==> config.mk <==
export PLATFORM = sky130hd
export DESIGN_NAME = particle_sensor_frame_parser_unit
export DESIGN_NICKNAME = d
export VERILOG_FILES = /design/src/rtl/pfp_pkg.sv /design/src/rtl/pfp_datapath.sv /design/src/rtl/pfp_ctrl.sv /design/src/rtl/particle_sensor_frame_parser_unit.sv
export SDC_FILE = /design/constraint.sdc
export NUM_CORES = 1
export LEC_CHECK = 0
export ABC_AREA = 1
export BUFFER_PORTS_ARGS = -buffer_cell sky130_fd_sc_hd__buf_2
export CORE_UTILIZATION = 55
export CTS_CLUSTER_DIAMETER = 80
export DETAILED_ROUTE_END_ITERATION = 12
export PLACE_DENSITY = 0.74
export SETUP_SLACK_MARGIN = 0.15
export SLEW_MARGIN = 30
export SYNTH_ARGS = -nofsm -noshare
export SYNTH_HDL_FRONTEND = slang
export SYNTH_SLANG_ARGS = --single-unit
==> constraint.sdc <==
create_clock -name i_clk -period 4.2 [get_ports i_clk]
set_input_delay 0.21 -clock i_clk [delete_from_list [all_inputs] [get_ports i_clk]]
set_output_delay 0.21 -clock i_clk [all_outputs]
set_load 0.02 [all_outputs]
==> src/rtl/pfp_pkg.sv <==
// Shared types and constants for the particle sensor frame parser.
`timescale 1ns / 1ps
`default_nettype none

package pfp_pkg;

    localparam int          MEASUREMENT_WORDS_DEF = 12;
    localparam int          WORD_INDEX_W          = 4;
    localparam logic [7:0]  START_BYTE_RESET      = 8'h42;

    // frame byte positions
    localparam logic [4:0]  POS_AFTER_START = 5'd1;
    localparam logic [4:0]  POS_FIRST_LO    = 5'd5;   // low byte of first measurement word
    localparam logic [4:0]  POS_CHK_HI      = 5'd30;
    localparam logic [4:0]  POS_CHK_LO      = 5'd31;

    typedef enum logic [1:0] {
        ST_HUNT,
        ST_FRAME,
        ST_EMIT
    } t_state;

    // controller -> datapath
    typedef struct packed {
        logic start;      // start byte accepted while hunting
        logic take;       // frame byte accepted
        logic load_word;  // load next stored word into the output register
        logic load_err;   // load the checksum failure item
    } t_cmd;

    // datapath -> controller
    typedef struct packed {
        logic start_match;
        logic pos_last;
        logic sum_ok;
        logic idx_last;
        logic out_busy;
    } t_sts;

endpackage

`default_nettype wire

==> src/rtl/pfp_datapath.sv <==
// Datapath: frame byte handling, checksum, measurement store and output register.
`timescale 1ns / 1ps
`default_nettype none

module pfp_datapath #(
    parameter int MEASUREMENT_WORDS = pfp_pkg::MEASUREMENT_WORDS_DEF
) (
    input  wire logic                            i_clk,
    input  wire logic                            i_rst_n,
    input  wire logic                            i_cfg_we,
    input  wire logic [7:0]                      i_cfg_wdata,
    input  wire logic [7:0]                      i_rx_byte,
    input  wire pfp_pkg::t_cmd                   i_cmd,
    output pfp_pkg::t_sts                        o_sts,
    input  wire logic                            i_out_ready,
    output logic                                 o_out_valid,
    output logic [pfp_pkg::WORD_INDEX_W-1:0]     o_word_index,
    output logic [15:0]                          o_word_value,
    output logic                                 o_frame_ok,
    output logic                                 o_last
);

    localparam int IDX_W = (MEASUREMENT_WORDS > 1) ? $clog2(MEASUREMENT_WORDS) : 1;

    logic [7:0]        r_start_byte;
    logic [4:0]        r_pos;
    logic [15:0]       r_sum;
    logic [7:0]        r_hi;
    logic [7:0]        r_chk_hi;
    logic              r_sum_ok;
    logic [IDX_W-1:0]  r_idx;
    logic [15:0]       r_store [0:MEASUREMENT_WORDS-1];

    logic                                r_out_valid;
    logic [pfp_pkg::WORD_INDEX_W-1:0]    r_out_index;
    logic [15:0]                         r_out_value;
    logic                                r_out_ok;
    logic                                r_out_last;

    logic [4:0] pos_off;
    logic [3:0] wr_k;
    logic       wr_en;
    logic       idx_last;

    assign pos_off  = r_pos - pfp_pkg::POS_FIRST_LO;
    assign wr_k     = pos_off[4:1];
    assign wr_en    = r_pos[0] && (r_pos >= pfp_pkg::POS_FIRST_LO)
                      && (int'(wr_k) < MEASUREMENT_WORDS);
    assign idx_last = (r_idx == IDX_W'(MEASUREMENT_WORDS - 1));

    always_ff @(posedge i_clk) begin
        if (!i_rst_n) begin
            r_start_byte <= pfp_pkg::START_BYTE_RESET;
        end else if (i_cfg_we) begin
            r_start_byte <= i_cfg_wdata;
        end
    end

    // frame byte processing; payload registers need no reset
    always_ff @(posedge i_clk) begin
        if (i_cmd.start) begin
            r_pos <= pfp_pkg::POS_AFTER_START;
            r_sum <= {8'd0, i_rx_byte};
        end else if (i_cmd.take) begin
            r_pos <= r_pos + 5'd1;
            if (r_pos < pfp_pkg::POS_CHK_HI) begin
                r_sum <= r_sum + {8'd0, i_rx_byte};
                if (!r_pos[0]) begin
                    r_hi <= i_rx_byte;
                end
            end else if (r_pos == pfp_pkg::POS_CHK_HI) begin
                r_chk_hi <= i_rx_byte;
            end else begin
                r_sum_ok <= ({r_chk_hi, i_rx_byte} == r_sum);
            end
        end
    end

    always_ff @(posedge i_clk) begin
        if (i_cmd.take && (r_pos < pfp_pkg::POS_CHK_HI) && wr_en) begin
            r_store[wr_k[IDX_W-1:0]] <= {r_hi, i_rx_byte};
        end
    end

    always_ff @(posedge i_clk) begin
        if (!i_rst_n) begin
            r_idx <= '0;
        end else if (i_cmd.take && (r_pos == pfp_pkg::POS_CHK_LO)) begin
            r_idx <= '0;
        end else if (i_cmd.load_word && !idx_last) begin
            r_idx <= r_idx + IDX_W'(1);
        end
    end

    // output register: refilled when empty or when its item is taken
    always_ff @(posedge i_clk) begin
        if (!i_rst_n) begin
            r_out_valid <= 1'b0;
        end else if (i_cmd.load_word || i_cmd.load_err) begin
            r_out_valid <= 1'b1;
        end else if (i_out_ready) begin
            r_out_valid <= 1'b0;
        end
    end

    always_ff @(posedge i_clk) begin
        if (i_cmd.load_word) begin
            r_out_index <= pfp_pkg::WORD_INDEX_W'(r_idx);
            r_out_value <= r_store[r_idx];
            r_out_ok    <= 1'b1;
            r_out_last  <= idx_last;
        end else if (i_cmd.load_err) begin
            r_out_index <= '0;
            r_out_value <= '0;
            r_out_ok    <= 1'b0;
            r_out_last  <= 1'b1;
        end
    end

    always_comb begin
        o_sts.start_match = (i_rx_byte == r_start_byte);
        o_sts.pos_last    = (r_pos == pfp_pkg::POS_CHK_LO);
        o_sts.sum_ok      = r_sum_ok;
        o_sts.idx_last    = idx_last;
        o_sts.out_busy    = r_out_valid && !i_out_ready;
    end

    assign o_out_valid  = r_out_valid;
    assign o_word_index = r_out_index;
    assign o_word_value = r_out_value;
    assign o_frame_ok   = r_out_ok;
    assign o_last       = r_out_last;

    a_err_shape: assert property (@(posedge i_clk) disable iff (!i_rst_n)
        (r_out_valid && !r_out_ok) |-> (r_out_last && (r_out_value == 16'd0)
                                        && (r_out_index == '0)))
        else $error("failure item malformed");

    a_index_range: assert property (@(posedge i_clk) disable iff (!i_rst_n)
        (r_out_valid && r_out_ok) |->
            (int'(r_out_index) < MEASUREMENT_WORDS)
            && (r_out_last == (int'(r_out_index) == MEASUREMENT_WORDS - 1)))
        else $error("word index out of range or last misplaced");

endmodule

`default_nettype wire

==> src/rtl/pfp_ctrl.sv <==
// Controller: hunt / frame / emit sequencing.
`timescale 1ns / 1ps
`default_nettype none

module pfp_ctrl (
    input  wire logic           i_clk,
    input  wire logic           i_rst_n,
    input  wire logic           i_in_valid,
    output logic                o_in_ready,
    input  wire pfp_pkg::t_sts  i_sts,
    output pfp_pkg::t_cmd       o_cmd
);

    pfp_pkg::t_state r_state;
    pfp_pkg::t_state n_state;

    always_ff @(posedge i_clk) begin
        if (!i_rst_n) begin
            r_state <= pfp_pkg::ST_HUNT;
        end else begin
            r_state <= n_state;
        end
    end

    always_comb begin
        n_state    = r_state;
        o_in_ready = 1'b0;
        o_cmd      = '0;
        unique case (r_state)
            pfp_pkg::ST_HUNT: begin
                o_in_ready = 1'b1;
                if (i_in_valid && i_sts.start_match) begin
                    o_cmd.start = 1'b1;
                    n_state     = pfp_pkg::ST_FRAME;
                end
            end
            pfp_pkg::ST_FRAME: begin
                o_in_ready = 1'b1;
                if (i_in_valid) begin
                    o_cmd.take = 1'b1;
                    if (i_sts.pos_last) begin
                        n_state = pfp_pkg::ST_EMIT;
                    end
                end
            end
            pfp_pkg::ST_EMIT: begin
                if (!i_sts.out_busy) begin
                    if (!i_sts.sum_ok) begin
                        o_cmd.load_err = 1'b1;
                        n_state        = pfp_pkg::ST_HUNT;
                    end else begin
                        o_cmd.load_word = 1'b1;
                        if (i_sts.idx_last) begin
                            n_state = pfp_pkg::ST_HUNT;
                        end
                    end
                end
            end
            default: begin
                n_state = pfp_pkg::ST_HUNT;
            end
        endcase
    end

    a_load_free: assert property (@(posedge i_clk) disable iff (!i_rst_n)
        (o_cmd.load_word || o_cmd.load_err) |-> !i_sts.out_busy)
        else $error("output register overwritten while held");

    a_frame_end: assert property (@(posedge i_clk) disable iff (!i_rst_n)
        (r_state == pfp_pkg::ST_FRAME && i_in_valid && i_sts.pos_last)
            |=> (r_state == pfp_pkg::ST_EMIT) && !o_in_ready)
        else $error("final frame byte did not lead to emission");

endmodule

`default_nettype wire

==> src/rtl/particle_sensor_frame_parser_unit.sv <==
// Top level of the particle sensor frame parser.
//
//  channel   dir  handshake                    payload
//  s_axis    in   s_axis_tvalid/s_axis_tready  tdata[7:0] rx_byte
//  m_axis    out  m_axis_tvalid/m_axis_tready  tdata word_index, word_value; tuser frame_ok;
//                                              tlast last
//  cfg       in   i_cfg_we                     i_cfg_wdata start_byte
//
// One received byte accepted per cycle while hunting or inside a frame.
// After byte 31 input stalls while the run leaves the output register:
// one word per cycle while m_axis_tready is high (MEASUREMENT_WORDS, 12 by default,
// for a good frame, 1 for a checksum failure), as sequenced by the controller's emit state.
// Synchronous active-low reset; no clearing pass. start_byte resets to 0x42.
`timescale 1ns / 1ps
`default_nettype none

module particle_sensor_frame_parser_unit #(
    parameter int MEASUREMENT_WORDS = pfp_pkg::MEASUREMENT_WORDS_DEF
) (
    input  wire logic        i_clk,
    input  wire logic        i_rst_n,
    input  wire logic        i_cfg_we,
    input  wire logic [7:0]  i_cfg_wdata,
    input  wire logic        s_axis_tvalid,
    output logic             s_axis_tready,
    input  wire logic [7:0]  s_axis_tdata,   // [7:0] rx_byte
    output logic             m_axis_tvalid,
    input  wire logic        m_axis_tready,
    output logic [23:0]      m_axis_tdata,   // [3:0] word_index, [19:4] word_value, zero
    output logic             m_axis_tuser,   // frame_ok
    output logic             m_axis_tlast
);

    pfp_pkg::t_cmd cmd;
    pfp_pkg::t_sts sts;

    logic [pfp_pkg::WORD_INDEX_W-1:0] word_index;
    logic [15:0]                      word_value;

    pfp_ctrl u_ctrl (
        .i_clk      (i_clk),
        .i_rst_n    (i_rst_n),
        .i_in_valid (s_axis_tvalid),
        .o_in_ready (s_axis_tready),
        .i_sts      (sts),
        .o_cmd      (cmd)
    );

    pfp_datapath #(
        .MEASUREMENT_WORDS (MEASUREMENT_WORDS)
    ) u_datapath (
        .i_clk        (i_clk),
        .i_rst_n      (i_rst_n),
        .i_cfg_we     (i_cfg_we),
        .i_cfg_wdata  (i_cfg_wdata),
        .i_rx_byte    (s_axis_tdata),
        .i_cmd        (cmd),
        .o_sts        (sts),
        .i_out_ready  (m_axis_tready),
        .o_out_valid  (m_axis_tvalid),
        .o_word_index (word_index),
        .o_word_value (word_value),
        .o_frame_ok   (m_axis_tuser),
        .o_last       (m_axis_tlast)
    );

    assign m_axis_tdata = {4'd0, word_value, word_index};

endmodule

`default_nettype wire
==> run summary, run 1 <==
total chip power: 5.67 mW
max cap viols: 0
Post-Synthesis Cells: 1008
min-delay worst type: in -> reg
total track usage: 0.235
Worst-Margin Slew: 0.962 ns
crit path max-delay cell type: nor2_2
first-pass GRT wire length: 38500 um
Final Critical Period: 2.60 ns
vias in the first global route: 7027
CP top delay family: simple AND/OR/NAND/NOR gates
pre-CTS setup slack: 1.57 ns
post-route setup slack: 1.60 ns
DR vias/cell: 5.62
Worst-path clk slew: 0.06 ns
Post-Synth Simple-Gate Area: 0.135
Crit. End Element: flop
Lkg Pwr: 4.74 nW
RSZ-0062 raised after global routing: false
GRT overflow: 0
# nets final: 1095
Die ar.: 21300 sq um
final count of hold timing violations: 0
Ports: 49
Layout area overhead: 12.8%
fmax: 384 MHz
row cnt: 52
DRT Pass-1 Iters: 5
share of layout cells above drive strength 1: 0.127
Synth top area share: 0.626
DRC: 0
Clock Tree Root: clkbuf_16
Crit Path Class: reg -> reg
maximum vdd drop: 0.250 mV
number of synthesized flops with an enable pin: 238
Max-slew headroom: 0.358
final setup vio count: 0
Synth cell types: 47
initial antenna violation count: 0
H-tree Lvls: 1
Die Height: 146 um
Final HPWL DP: 15200 um
Synth Area in Adders: 0.0160
post-layout utilization of the core: 0.635
syn avg cell area: 11.3 sq um
# clock sinks: 271
post-synthesis mux area share: 0
Critical Path RT: 4.34 ns
status: finished, final reports clean
crit-path max cell delay: 0.75 ns
cells along the critical path: inv_1 -> ha_1 -> o21ai_2 -> xor2_2 -> inv_2 -> nand2_4 -> nand4_2 -> nor2_2
gpl congestion: 0.839
Post-synth ARST share: 0
Slew Viols, Final: 0
synth warn: 0
ranking of synthesized cells by area: edfxtp_1 (63%), dfxtp_1 (5.8%), nor2_1 (5.3%), o21ai_0 (5.1%), nand2_1 (4.7%)
Critical path buffers and inverters: 2
critical-path maximum fanout: 16
largest net degree at the start of global routing: 97
final non-filler cell total: 1349
routed len/inst: 18.7 um
vias post-DR: 7582
Final Cycle Share: 0.620
synthesized cell area: 11400 sq um
TritonCTS clock tree: built
final clock skew: 0.00986 ns
Primary FF master, synth: edfxtp_1
Placed Area: 11900 sq um
final setup TNS: 0 ns
count leader, synth: edfxtp_1
CTS buffer count: 27
largest family of logic cells by synthesized area: simple AND/OR/NAND/NOR gates
post-layout instance area: 12900 sq um
Die Wd: 146 um
post-route ant nets: 0
Seq/Total Area, Yosys: 0.684
Post-Synth XOR/XNOR Area: 0.0144
final WL: 25200 um
WP data arrival: 2.75 ns
core box area: 20300 sq um
starting density of the core: 0.563
hold_ws: 0.00673 ns
port buffer count: 44
register bit total from synthesis: 271
Clock Latency Late Sink: 0.52 ns
DR iter-0 viols: 954
area fraction in compound gates after synthesis: 0.107
post-synth top area cell: edfxtp_1
commonest cells in the synthesized netlist: edfxtp_1 (238), nor2_1 (162), nand2_1 (143)
type of origin of the critical path: flop
postcts setup bufs: 0
antenna diode count: 0
dpl cells: 1292
PwrDens: 440 nW/um^2
Max Buffers Root-to-Sink: 3
cell families after synthesis:
family	Yosys count
and+or+nand+nor	366
DFF	271
AOI/OAI and AO/OA	225
buffers and inverters	114
xor gates and xnor gates	17
adders and majority gates	14
other	1
cell usage in the layout, fill, tap and decap left out, types with 8 or more instances in the layout:
| master | n |
|---|---|
| a31oi_1 | 16 |
| o21ai_0 | 117 |
| inv_1 | 57 |
| buf_2 | 44 |
| ha_1 | 13 |
| xnor2_1 | 10 |
| dlygate4sd3_1 | 9 |
| nand4_1 | 8 |
| buf_4 | 13 |
| dfxtp_1 | 31 |
| inv_2 | 10 |
| clkbuf_16 | 27 |
| nor2_1 | 158 |
| nand3_1 | 23 |
| o21ai_1 | 20 |
| nand2_1 | 143 |
| edfxtp_1 | 238 |
| a21oi_1 | 29 |
| o22ai_1 | 32 |
cell type report:
type / instances / area, sq um
clock buffer: 32 / 714
clock inverter: 16 / 206
fill: 1547 / 7410
inverter: 68 / 255
multi-input combinational: 626 / 3150
sequential: 271 / 7810
tap: 270 / 338
timing repair buffer: 66 / 408
worst min-delay path, stage by stage:
cell and delay, ns:
buf_2 0.08, o21ai_0 0.07, a21oi_1 0.12
repair_timing:
| item | 4_1_cts | 5_1_grt |
|---|---|---|
| hold buffers | 9 | 0 |
| endpoints found under the hold margin | 5 | 0 |
| gates resized for setup | 0 | 0 |
routing by layer:
metal	up-vias	GRT usage	routed length [um]
met4	0	0.0677	593
met1	3597	0.333	10600
met2	300	0.381	12100
li1	3639	-	-
met3	46	0.0328	1920
met5	-	0	0
worst paths after layout:
| kind | startpoint | end | slack [ns] | depth (start not counted) |
|---|---|---|---|---|
| max | u_datapath.r_pos[1] | u_datapath.r_store[7][7] | 1.60 | 8 |
| min | i_cfg_wdata[7] | u_datapath.r_start_byte[7] | 0.007 | 3 |
| max reg2reg | u_datapath.r_pos[1] | u_datapath.r_store[7][7] | 1.60 | 8 |
| min reg2reg | u_datapath.o_frame_ok | u_datapath.o_frame_ok | 0.47 | 2 |
sequential cells by signal (all words and copies together) (netlist names), named ones only:
register	count
u_datapath.r_pos	5
u_ctrl.r_state	2
u_datapath.o_word_value	16
u_datapath.r_sum_ok	1
u_datapath.o_frame_ok	1
u_datapath.o_last	1
u_datapath.r_idx	4
u_datapath.r_start_byte	8
u_datapath.r_chk_hi	8
u_datapath.o_out_valid	1
u_datapath.o_word_index	4
u_datapath.r_store	192
u_datapath.r_hi	8
u_datapath.r_sum	16
power breakdown:
group | leakage, nW | switching (mW) | total [mW] | internal [mW]
registers | 2.42 | 0.0209 | 2.95 | 2.93
clock network | 0.452 | 0.949 | 2.46 | 1.51
logic | 1.87 | 0.172 | 0.253 | 0.0808
Note: power is estimated with default switching activity, not from simulation.
==> run 2, diff against run 1 <==
==> constraint.sdc (replaced) <==
create_clock -name i_clk -period 2.7 [get_ports i_clk]
set_input_delay 0.135 -clock i_clk [delete_from_list [all_inputs] [get_ports i_clk]]
set_output_delay 0.135 -clock i_clk [all_outputs]
set_load 0.02 [all_outputs]
==> run 2 against run 1 <==
Sequential cell count is the same. Largest power group unchanged. Register-to-register slack lost 1.2 ns. Non-clock buffer count grew 26. First-iteration DRC count shrank 15%. Core utilization grew 0.99 points. Wire length grew 3.8%. Sequential share of layout area shrank 0.93 points. Via count grew 4.3%. Combinational power grew 70%.
==> run summary, run 2 (same netlist as run 1, synthesis figures left out) <==
DR vias/cell: 5.74
Slew Viols, Final: 0
vias in the first global route: 7488
max FFs per register: 192
CP top delay family: buffers and inverters
final count of hold timing violations: 0
Clock Tree Root: clkbuf_16
min-delay worst type: in -> reg
commonest non-fill, non-tap cells in the layout: edfxtp_1 (238), nor2_1 (158), nand2_1 (143)
post-route ant nets: 0
Clock Latency Late Sink: 0.55 ns
Final Cycle Share: 0.861
max cap viols: 0
postcts setup bufs: 0
Worst-path clk slew: 0.06 ns
WP data arrival: 2.54 ns
total track usage: 0.249
gpl congestion: 0.895
vias post-DR: 7910
register share of total power: 0.530
cells along the critical path: inv_1 -> ha_1 -> o21ai_2 -> xor2_2 -> inv_2 -> nand2_4 -> nand4_2 -> nor2_2 -> buf_4
GRT overflow: 0
Net Switching: 1.87 mW
Ports: 49
final non-filler cell total: 1377
Switching Fraction: 0.216
final clock skew: 0.0150 ns
hold_ws: 0.0414 ns
final setup TNS: 0 ns
CTS buffer count: 27
Layout area overhead: 14.6%
Crit. End Element: flop
first-pass GRT wire length: 41000 um
# clock sinks: 271
row cnt: 52
Lkg Pwr: 4.85 nW
Die ar.: 21300 sq um
filler cell count in the final layout: 1513
Logic pwr share: 0.050
total chip power: 8.66 mW
maximum vdd drop: 0.512 mV
Critical path buffers and inverters: 3
type of origin of the critical path: flop
core box area: 20300 sq um
H-tree Lvls: 1
routed len/inst: 19.0 um
commonest non-fill, non-tap cell in the layout: edfxtp_1
RSZ-0062 raised after global routing: false
Die Wd: 146 um
DRC: 0
Crit Path Class: reg -> reg
critical-path maximum fanout: 16
Worst-Margin Slew: 0.674 ns
# nets final: 1121
initial antenna violation count: 0
Post-CTS Resized: 0
Max-slew headroom: 0.550
Max Buffers Root-to-Sink: 3
fmax: 430 MHz
DR iter-0 viols: 815
crit-path max cell delay: 0.42 ns
share of layout cells above drive strength 1: 0.137
Clk pwr share: 0.421
post-layout utilization of the core: 0.645
PwrDens: 662 nW/um^2
status: finished, final reports clean
final setup vio count: 0
TritonCTS clock tree: built
internal power: 6.79 mW
Die Height: 146 um
Critical Path RT: 2.92 ns
starting density of the core: 0.563
Final HPWL DP: 15800 um
DRT Pass-1 Iters: 5
Final Critical Period: 2.32 ns
largest net degree at the start of global routing: 97
cts hold-fix bufs: 23
port buffer count: 44
crit path max-delay cell type: dfxtp_1
final WL: 26200 um
antenna diode count: 0
dpl cells: 1304
## run 2: changes by cell type in the layout (fill, tap and decap cells not counted), moves of 2 or more
cell | before | now
bufinv_16 | 5 | 1
buf_4 | 13 | 23
clkbuf_1 | 3 | 5
clkinv_1 | 5 | 2
clkinv_2 | 5 | 8
clkbuf_8 | 2 | 5
dlygate4sd3_1 | 9 | 23
buf_12 | 0 | 2
## run 2: through the flow
| step | setup slack [ns] | instance area (sq um) |
|---|---|---|
| after global routing | 0.264 | 13100 |
| after CTS | 0.405 | 13100 |
| after floorplan | -0.115 | 11400 |
| final | 0.376 | 13100 |
| after detailed placement | 0.510 | 12000 |
| after global placement | 0.594 | 12000 |
## run 2: final cells by class
type                       count  area (sq um)  area share
clock buffer                  37           763      0.0583
multi-input combinational    626          3150       0.241
timing repair buffer          92           663      0.0507
inverter                      68           255      0.0195
sequential                   271          7810       0.597
tap                          270           338      0.0258
clock inverter                13           109     0.00832
## run 2: power by group through the flow
stage	logic [mW]	registers, mW	clock network (mW)
6_report	0.429	4.59	3.64
5_1_grt	0.477	4.59	3.83
4_1_cts	0.422	4.59	3.67
3_5_place_dp	0.383	4.68	0
3_3_place_gp	0.371	4.68	0
2_1_floorplan	0.270	4.67	0
## run 2: worst paths after layout
kind	from	end	slack, ns	cells after the start
max reg2reg	u_datapath.r_pos[1]	u_datapath.r_store[3][10]	0.38	9
max	u_datapath.r_pos[1]	u_datapath.r_store[3][10]	0.38	9
min	s_axis_tdata[1]	u_datapath.r_store[0][1]	0.04	1
min reg2reg	u_datapath.o_frame_ok	u_datapath.o_frame_ok	0.46	2
## run 2: per-layer routing
metal	up-vias	wire [um]	track usage
met5	-	0	0
li1	3699	-	-
met1	3781	10500	0.341
met3	61	2070	0.0375
met4	0	837	0.0901
met2	369	12700	0.407
